==> src/rtl/core/fdsm_pkg.sv <==
// Shared types and constants for the frame drop statistics monitor.
// No dependencies; imported by every module of the block.
package fdsm_pkg;

    localparam int unsigned TS_W      = 48;
    localparam int unsigned CNT_W     = 32;
    localparam int unsigned PEND_W    = 16;
    localparam int unsigned JANK_W    = 16;
    localparam int unsigned GOOD_W    = 8;
    localparam int unsigned CFG_IDX_W = 1;
    localparam int unsigned CFG_DAT_W = 16;
    localparam int unsigned S_TDATA_W = 80;
    localparam int unsigned M_TDATA_W = 264;

    localparam logic [JANK_W-1:0] JANK_RST = 16'd50;
    localparam logic [GOOD_W-1:0] GOOD_RST = 8'd1;

    localparam logic [CNT_W-1:0]  CNT_MAX  = '1;
    localparam logic [PEND_W-1:0] PEND_MAX = '1;

    // configuration register indexes
    localparam logic [CFG_IDX_W-1:0] CFG_JANK_THRESHOLD = 1'b0;
    localparam logic [CFG_IDX_W-1:0] CFG_GOOD_RUN       = 1'b1;

    typedef enum logic [1:0] {
        KIND_START = 2'd0,
        KIND_STOP  = 2'd1,
        KIND_VSYNC = 2'd2,
        KIND_SWAP  = 2'd3
    } t_kind;

    typedef struct packed {
        t_kind              kind;
        logic [TS_W-1:0]    timestamp_ms;
        logic signed [31:0] view_id;
    } t_event;

    typedef struct packed {
        logic               loss_flag;
        logic               jank_flag;
        logic [CNT_W-1:0]   longest_miss_run;
        logic [CNT_W-1:0]   longest_gap;
        logic [CNT_W-1:0]   missed_count;
        logic [CNT_W-1:0]   frame_count;
        logic [TS_W-1:0]    window_length;
        logic [TS_W-1:0]    window_start;
        logic signed [31:0] out_view_id;
    } t_summary;

    function automatic logic [CNT_W-1:0] sat_inc(input logic [CNT_W-1:0] v);
        sat_inc = (v == CNT_MAX) ? v : v + 1'b1;
    endfunction

endpackage

==> src/rtl/core/fdsm_core.sv <==
// Event input register, window statistics state and configuration registers.
// Depends on fdsm_pkg.
module fdsm_core (
    input  logic                           i_clk,
    input  logic                           i_rst_n,
    input  logic                           i_evt_valid,
    output logic                           o_evt_ready,
    input  fdsm_pkg::t_event               i_evt,
    input  logic                           i_cfg_we,
    input  logic [fdsm_pkg::CFG_IDX_W-1:0] i_cfg_addr,
    input  logic [fdsm_pkg::CFG_DAT_W-1:0] i_cfg_wdata,
    input  logic                           i_res_ready,
    output logic                           o_res_push,
    output fdsm_pkg::t_summary             o_res
);
    import fdsm_pkg::*;

    logic              r_in_valid;
    t_event            r_in;

    logic [JANK_W-1:0] r_jank_thr;
    logic [GOOD_W-1:0] r_good_thr;

    logic              r_monitoring,     n_monitoring;
    logic              r_saw_first_swap, n_saw_first_swap;
    logic [TS_W-1:0]   r_start_stamp,    n_start_stamp;
    logic [31:0]       r_current_view,   n_current_view;
    logic [CNT_W-1:0]  r_frames_total,   n_frames_total;
    logic [CNT_W-1:0]  r_frames_missed,  n_frames_missed;
    logic [CNT_W-1:0]  r_miss_run,       n_miss_run;
    logic [CNT_W-1:0]  r_max_miss_run,   n_max_miss_run;
    logic [CNT_W-1:0]  r_good_run,       n_good_run;
    logic [TS_W-1:0]   r_last_swap,      n_last_swap;
    logic              r_have_last_swap, n_have_last_swap;
    logic [CNT_W-1:0]  r_max_gap,        n_max_gap;
    logic [PEND_W-1:0] r_pending,        n_pending;

    logic              s_need_out;
    logic              s_fire;
    logic [TS_W-1:0]   s_gap;
    logic [CNT_W-1:0]  s_gap_sat;
    logic [CNT_W-1:0]  s_run;
    logic [CNT_W-1:0]  s_good;

    assign s_need_out  = r_in_valid && (r_in.kind == KIND_STOP) && r_monitoring;
    assign s_fire      = r_in_valid && (!s_need_out || i_res_ready);
    assign o_evt_ready = !r_in_valid || s_fire;
    assign o_res_push  = s_need_out && s_fire;

    assign s_gap     = r_in.timestamp_ms - r_last_swap;
    assign s_gap_sat = (s_gap[TS_W-1:CNT_W] != '0) ? CNT_MAX : s_gap[CNT_W-1:0];

    always_comb begin
        o_res.out_view_id      = r_current_view;
        o_res.window_start     = r_start_stamp;
        o_res.window_length    = r_in.timestamp_ms - r_start_stamp;
        o_res.frame_count      = r_frames_total;
        o_res.missed_count     = r_frames_missed;
        o_res.longest_gap      = r_max_gap;
        o_res.longest_miss_run = r_max_miss_run;
        o_res.jank_flag        = r_max_gap >= {{(CNT_W-JANK_W){1'b0}}, r_jank_thr};
        o_res.loss_flag        = r_frames_missed != '0;
    end

    always_comb begin
        n_monitoring     = r_monitoring;
        n_saw_first_swap = r_saw_first_swap;
        n_start_stamp    = r_start_stamp;
        n_current_view   = r_current_view;
        n_frames_total   = r_frames_total;
        n_frames_missed  = r_frames_missed;
        n_miss_run       = r_miss_run;
        n_max_miss_run   = r_max_miss_run;
        n_good_run       = r_good_run;
        n_last_swap      = r_last_swap;
        n_have_last_swap = r_have_last_swap;
        n_max_gap        = r_max_gap;
        n_pending        = r_pending;
        s_run            = r_miss_run;
        s_good           = r_good_run;

        unique case (r_in.kind)
            KIND_START: begin
                n_current_view = r_in.view_id;
                if (!r_monitoring) begin
                    n_monitoring  = 1'b1;
                    n_start_stamp = r_in.timestamp_ms;
                end
            end
            KIND_STOP: begin
                if (r_monitoring) begin
                    n_monitoring     = 1'b0;
                    n_saw_first_swap = 1'b0;
                    n_start_stamp    = '0;
                    n_frames_total   = '0;
                    n_frames_missed  = '0;
                    n_miss_run       = '0;
                    n_max_miss_run   = '0;
                    n_good_run       = '0;
                    n_last_swap      = '0;
                    n_have_last_swap = 1'b0;
                    n_max_gap        = '0;
                    n_pending        = '0;
                end
            end
            KIND_VSYNC: begin
                if (r_monitoring) begin
                    n_frames_total = sat_inc(r_frames_total);
                    if (r_saw_first_swap) begin
                        if (r_pending == '0) begin
                            n_frames_missed = sat_inc(r_frames_missed);
                            s_run           = sat_inc(r_miss_run);
                            // a long good run survives a single miss
                            if (r_good_run <= {{(CNT_W-GOOD_W){1'b0}}, r_good_thr})
                                n_good_run = '0;
                        end else begin
                            s_good     = sat_inc(r_good_run);
                            n_good_run = s_good;
                            if (s_good > {{(CNT_W-GOOD_W){1'b0}}, r_good_thr})
                                s_run = '0;
                            n_pending = r_pending - 1'b1;
                        end
                        n_miss_run = s_run;
                        if (s_run > r_max_miss_run)
                            n_max_miss_run = s_run;
                    end
                end
            end
            KIND_SWAP: begin
                if (r_monitoring) begin
                    n_saw_first_swap = 1'b1;
                    if (r_pending != PEND_MAX)
                        n_pending = r_pending + 1'b1;
                    // backwards time counts as no gap
                    if (r_have_last_swap && (r_in.timestamp_ms > r_last_swap)
                        && (s_gap_sat > r_max_gap))
                        n_max_gap = s_gap_sat;
                    n_have_last_swap = 1'b1;
                    n_last_swap      = r_in.timestamp_ms;
                end
            end
            default: begin
            end
        endcase
    end

    always_ff @(posedge i_clk) begin
        if (!i_rst_n) begin
            r_in_valid <= 1'b0;
        end else if (o_evt_ready) begin
            r_in_valid <= i_evt_valid;
        end
        if (o_evt_ready && i_evt_valid) begin
            r_in <= i_evt;
        end
    end

    always_ff @(posedge i_clk) begin
        if (!i_rst_n) begin
            r_jank_thr <= JANK_RST;
            r_good_thr <= GOOD_RST;
        end else if (i_cfg_we) begin
            unique case (i_cfg_addr)
                CFG_JANK_THRESHOLD: r_jank_thr <= i_cfg_wdata[JANK_W-1:0];
                CFG_GOOD_RUN:       r_good_thr <= i_cfg_wdata[GOOD_W-1:0];
                default: begin
                end
            endcase
        end
    end

    always_ff @(posedge i_clk) begin
        if (!i_rst_n) begin
            r_monitoring     <= 1'b0;
            r_saw_first_swap <= 1'b0;
            r_start_stamp    <= '0;
            r_current_view   <= '0;
            r_frames_total   <= '0;
            r_frames_missed  <= '0;
            r_miss_run       <= '0;
            r_max_miss_run   <= '0;
            r_good_run       <= '0;
            r_last_swap      <= '0;
            r_have_last_swap <= 1'b0;
            r_max_gap        <= '0;
            r_pending        <= '0;
        end else if (s_fire) begin
            r_monitoring     <= n_monitoring;
            r_saw_first_swap <= n_saw_first_swap;
            r_start_stamp    <= n_start_stamp;
            r_current_view   <= n_current_view;
            r_frames_total   <= n_frames_total;
            r_frames_missed  <= n_frames_missed;
            r_miss_run       <= n_miss_run;
            r_max_miss_run   <= n_max_miss_run;
            r_good_run       <= n_good_run;
            r_last_swap      <= n_last_swap;
            r_have_last_swap <= n_have_last_swap;
            r_max_gap        <= n_max_gap;
            r_pending        <= n_pending;
        end
    end

endmodule

==> src/rtl/core/fdsm_out_skid.sv <==
// Output register with a skid word for the summary stream.
// Depends on fdsm_pkg.
module fdsm_out_skid (
    input  logic               i_clk,
    input  logic               i_rst_n,
    input  logic               i_push,
    input  fdsm_pkg::t_summary i_data,
    output logic               o_ready,
    output logic               o_valid,
    input  logic               i_ready,
    output fdsm_pkg::t_summary o_data
);
    import fdsm_pkg::*;

    logic     r_main_valid;
    logic     r_skid_valid;
    t_summary r_main;
    t_summary r_skid;

    // ready is registered: nothing from the downstream ready reaches upstream
    assign o_ready = !r_skid_valid;
    assign o_valid = r_main_valid;
    assign o_data  = r_main;

    always_ff @(posedge i_clk) begin
        if (!i_rst_n) begin
            r_main_valid <= 1'b0;
            r_skid_valid <= 1'b0;
        end else if (!r_main_valid || i_ready) begin
            if (r_skid_valid) begin
                r_main_valid <= 1'b1;
                r_skid_valid <= 1'b0;
            end else begin
                r_main_valid <= i_push;
            end
        end else if (i_push) begin
            r_skid_valid <= 1'b1;
        end
    end

    always_ff @(posedge i_clk) begin
        if (!r_main_valid || i_ready) begin
            if (r_skid_valid) begin
                r_main <= r_skid;
            end else if (i_push) begin
                r_main <= i_data;
            end
        end else if (i_push) begin
            r_skid <= i_data;
        end
    end

endmodule

==> src/rtl/core/frame_drop_statistics_monitor_top.sv <==
// Top level of the frame drop statistics monitor: stream ports and packing.
// Depends on fdsm_pkg, fdsm_core and fdsm_out_skid.
//
// Takes start, stop, vsync and buffer-swap events and accepts one event word
// per clock when the output side keeps up. An event is registered on entry and
// the window statistics update from that register; a stop event in a monitoring
// window puts one summary word into the output register, then the window state
// clears. Only stop events that produce a summary can stall the input, and only
// when both output words (register and skid) are held by downstream
// backpressure. Configuration writes take effect on the next clock and are
// meant for idle periods. Counters saturate.
module frame_drop_statistics_monitor_top (
    input  logic                           i_clk,
    input  logic                           i_rst_n,
    input  logic                           i_s_axis_tvalid,
    output logic                           o_s_axis_tready,
    // [47:0] timestamp_ms, [79:48] view_id
    input  logic [fdsm_pkg::S_TDATA_W-1:0] i_s_axis_tdata,
    // [1:0] kind
    input  logic [1:0]                     i_s_axis_tuser,
    output logic                           o_m_axis_tvalid,
    input  logic                           i_m_axis_tready,
    // [31:0] out_view_id, [79:32] window_start, [127:80] window_length,
    // [159:128] frame_count, [191:160] missed_count, [223:192] longest_gap,
    // [255:224] longest_miss_run, [256] jank_flag, [257] loss_flag, rest zero
    output logic [fdsm_pkg::M_TDATA_W-1:0] o_m_axis_tdata,
    input  logic                           i_cfg_we,
    input  logic [fdsm_pkg::CFG_IDX_W-1:0] i_cfg_addr,
    input  logic [fdsm_pkg::CFG_DAT_W-1:0] i_cfg_wdata
);
    import fdsm_pkg::*;

    t_event   s_evt;
    t_summary s_res;
    t_summary s_out;
    logic     s_res_push;
    logic     s_res_ready;

    assign s_evt.kind         = t_kind'(i_s_axis_tuser);
    assign s_evt.timestamp_ms = i_s_axis_tdata[47:0];
    assign s_evt.view_id      = i_s_axis_tdata[79:48];

    fdsm_core u_core (
        .i_clk       (i_clk),
        .i_rst_n     (i_rst_n),
        .i_evt_valid (i_s_axis_tvalid),
        .o_evt_ready (o_s_axis_tready),
        .i_evt       (s_evt),
        .i_cfg_we    (i_cfg_we),
        .i_cfg_addr  (i_cfg_addr),
        .i_cfg_wdata (i_cfg_wdata),
        .i_res_ready (s_res_ready),
        .o_res_push  (s_res_push),
        .o_res       (s_res)
    );

    fdsm_out_skid u_out (
        .i_clk   (i_clk),
        .i_rst_n (i_rst_n),
        .i_push  (s_res_push),
        .i_data  (s_res),
        .o_ready (s_res_ready),
        .o_valid (o_m_axis_tvalid),
        .i_ready (i_m_axis_tready),
        .o_data  (s_out)
    );

    assign o_m_axis_tdata = {6'd0, s_out.loss_flag, s_out.jank_flag,
                             s_out.longest_miss_run, s_out.longest_gap,
                             s_out.missed_count, s_out.frame_count,
                             s_out.window_length, s_out.window_start,
                             s_out.out_view_id};

endmodule

==> config.mk <==
export PLATFORM = sky130hd
export DESIGN_NAME = frame_drop_statistics_monitor_top
export DESIGN_NICKNAME = d
export VERILOG_FILES = /design/src/rtl/core/fdsm_pkg.sv /design/src/rtl/core/fdsm_core.sv /design/src/rtl/core/fdsm_out_skid.sv /design/src/rtl/core/frame_drop_statistics_monitor_top.sv
export SDC_FILE = /design/constraint.sdc
export NUM_CORES = 2
export LEC_CHECK = 0
export ABC_AREA = 1
export BUFFER_PORTS_ARGS = -buffer_cell sky130_fd_sc_hd__buf_2
export CAP_MARGIN = 0
export CORE_AREA = 2 2 426 217
export DETAILED_ROUTE_END_ITERATION = 8
export DIE_AREA = 0 0 428 219
export GPL_TIMING_DRIVEN = 1
export HOLD_SLACK_MARGIN = 0.12
export PLACE_DENSITY = 0.83
export SLEW_MARGIN = 20
export SYNTH_ARGS = -nofsm -noshare
export SYNTH_HDL_FRONTEND = slang
export SYNTH_SLANG_ARGS = --single-unit
==> constraint.sdc <==
create_clock -name i_clk -period 38.8 [get_ports i_clk]
set_clock_uncertainty 0.05 [all_clocks]
set_input_delay 5.82 -clock i_clk [delete_from_list [all_inputs] [get_ports i_clk]]
set_output_delay 5.82 -clock i_clk [all_outputs]
set_load 0.02 [all_outputs]
==> results.ini <==
[layout]
drive_gt1_frac = 0.1180
final_area_mm2 = 0.05489
utilization = 0.6107
num-nets-final = 6352
fin_cells = 7309
area_growth_pct = 11.85

[synth]
synth_top_area_cell = edfxtp_1
yosysUniqueCellTypes = 53
synth_edf_count = 598
ys_seq_elements = 963
ys.flop_type = edfxtp_1
synthTopCellsByArea = edfxtp_1, dfxtp_1, nand2_1, ha_1, inv_1
synth_common_cells = nand2_1, inv_1, edfxtp_1
yosys_warnings = 0
yosysTopAreaCellShare = 0.3659
synth.avg_cell_area_um2 = 8.550
yosysSeqAreaShare = 0.5148
ys_async_sr_fraction = 0
netlist_area_mm2 = 0.04908
synth_most_common_cell = nand2_1
synthCells = 5740

[floorplan]
initial_core_util = 0.5460
ios = 370
die_h_um = 219
core-area_mm2 = 0.08988
die_w_um = 428
fp.dieArea_mm2 = 0.09373
rows = 78

[clock_tree]
clk_latency_ns = 0.73
hold_buffers = 0
cts-root-buf = clkbuf_16
cts.htree.levels = 3
cts_sinks = 963
clock_path_buffers = 3
cts_buffers = 85
clkTransAtPathRegs_ns = 0.07
cts_tree = yes
ctsResizeCount = 0
cts_setup_buffers = 0

[critical_path]
path_common_cell = buf_4
crit_chain = buf_2 -> nor2_1 -> inv_1 -> nor3_2 -> buf_4 -> buf_4 -> buf_4 -> buf_12
reg2reg_slack_ns = 31.29
slowest_delay_ns = 0.74
reg2reg_depth = 33
critPathSlowestCell = buf_4
path_buf_inv = 6
cp_max_fo = 62
crit_family = buffers and inverters
worst_ep_arrival_time_ns = 9.05
crit_path_end_kind = flop
rr_endpoint = u_core.r_max_miss_run[30]
r2r_start = u_core.r_good_run[1]
start_kind = input pin
required_ns = 39.15
critPathKind = input pin to flop

[detailed_routing]
wire_per_inst_um = 21.08
drt_iter0_drc = 5388
viasPerCell = 5.759
first_pass_iters = 9
antenna_left = 0
vias = 42092
drc = 0
totalWireLength_um = 154100

[timing]
maxSlewViolCount = 0
max_freq_mhz = 115.0
rsz0062_at_grt = no
period_needed_ns = 8.694
finalHoldViolCount = 0
setup_tns_ns = 0
finalSetupViolations = 0
maxSlewHeadroom = 0.2548
worst_pin_slew_ns = 1.113
fin_crit_sh = 0.2241

[global_routing]
grt_pass1_wl_um = 231800
grt.overflow.total = 0
grt_pass1_vias = 38044
track_usage = 0.3227
grt_max_degree = 190
antenna_found_initial = 7

[worst_hold_path]
min_path_cells = 0
min-delay-start = u_core.r_start_stamp[5]
holdCritPathClass = flop to flop
hold_end = u_out.r_skid[37]

[place]
place_area_mm2 = 0.05192
dp_hpwl_um = 113200
routabilityCongestion = 1.029
portBuffers = 363
dp.cells = 7141

[power_and_ir_drop]
leakagePower_nw = 21.00
fin_total_pwr_mw = 2.251
powerDensity_mw_per_mm2 = 41.01
max-vdd-ir-drop_v = 0.00003072

[outcome]
status = complete, no violations

[job]
cap_violations = 0

[how the worst max path moves through the flow]
stage / start / to / slack (ns) / depth (start not counted)
final: i_m_axis_tready / u_out.r_skid[8] / 30.11 / 8
after global routing: i_m_axis_tready / u_out.r_skid[8] / 29.87 / 8
after global placement: i_m_axis_tready / u_out.r_skid[7] / 29.25 / 7
after floorplan: i_m_axis_tready / u_out.r_skid[0] / 14.16 / 3
after detailed placement: i_m_axis_tready / u_out.r_skid[3] / 29.26 / 7
after CTS: i_m_axis_tready / u_out.r_skid[8] / 30.02 / 7
[cell type report]
| class | count | area, um^2 |
|---|---|---|
| inverters | 690 | 2595 |
| clock inverters | 50 | 593.1 |
| multi-input cells | 3880 | 20390 |
| well taps | 1200 | 1501 |
| fillers | 7705 | 34990 |
| flip-flops and latches | 963 | 25270 |
| repair buffers | 410 | 2217 |
| diodes | 6 | 15.01 |
| clock buffers | 110 | 2311 |
[metal layers]
layer	vias up	share of wire	track usage
met1	19835	0.47	0.5163
met4	4	0.021	0.07943
met3	197	0.14	0.1125
met5	-	0.0010	0.01178
li1	19743	-	-
met2	2313	0.37	0.3994
[cell families (layout without fill, tap and decap cells)]
group,count (synthesis),in the layout,share of synthesized area
adders and majority gates,218,218,0.05604
DFF,963,963,0.5148
xor gates and xnor gates,140,140,0.02498
and+or+nand+nor,2499,2499,0.2216
AOI/OAI and AO/OA,1016,1016,0.1106
muxes,1,1,0.0002294
other,1,12,0.00007641
buffers and inverters,902,1260,0.07169
[registers in the layout, summed over array words and instances, names as in the netlist, 32 cells and up]
name                    flops
u_core.r_frames_total      32
u_core.r_last_swap         48
u_core.r_good_run          32
u_core.r_start_stamp       48
u_core.r_miss_run          32
u_out.o_data              258
u_core.r_in                82
u_core.r_max_miss_run      32
u_out.r_skid              258
u_core.r_max_gap           32
u_core.r_current_view      32
u_core.r_frames_missed     32
[power breakdown]
part	switching (mW)	total, mW	internal, mW
sequential	0.0109	1.10	1.09
clock	0.418	0.896	0.478
combinational	0.175	0.250	0.0751
[metrics by stage]
step,hold slack [ns],setup slack [ns]
finish,0.3602,30.11
global route,0.3695,29.87
CTS,0.3596,30.02
detailed placement,0.3627,29.26
global placement,0.3585,29.25
floorplan,0.3582,14.16
[placed cells by master, fill, tap and decap left out, types with 11 or more instances in the layout]
cell / synthesis / final
clkbuf_16: 0 / 85
a21boi_0: 38 / 38
nand3_1: 292 / 292
edfxtp_1: 598 / 598
a31oi_1: 24 / 24
xor2_1: 82 / 82
clkbuf_1: 151 / 16
buf_4: 12 / 45
nor3_1: 101 / 100
nor2_1: 351 / 346
nand4_1: 74 / 74
a211oi_1: 14 / 13
ha_1: 215 / 213
nor2_2: 11 / 11
or2_2: 53 / 53
inv_1: 681 / 679
dfxtp_1: 365 / 364
xnor2_1: 58 / 58
a21o_1: 11 / 11
nor4_1: 45 / 45
nand3_2: 62 / 62
o21bai_1: 15 / 15
a21oi_1: 486 / 484
nand2_1: 1470 / 1469
buf_2: 16 / 362
o21ai_0: 384 / 384
No activity file was read; power rests on OpenSTA's default activity.
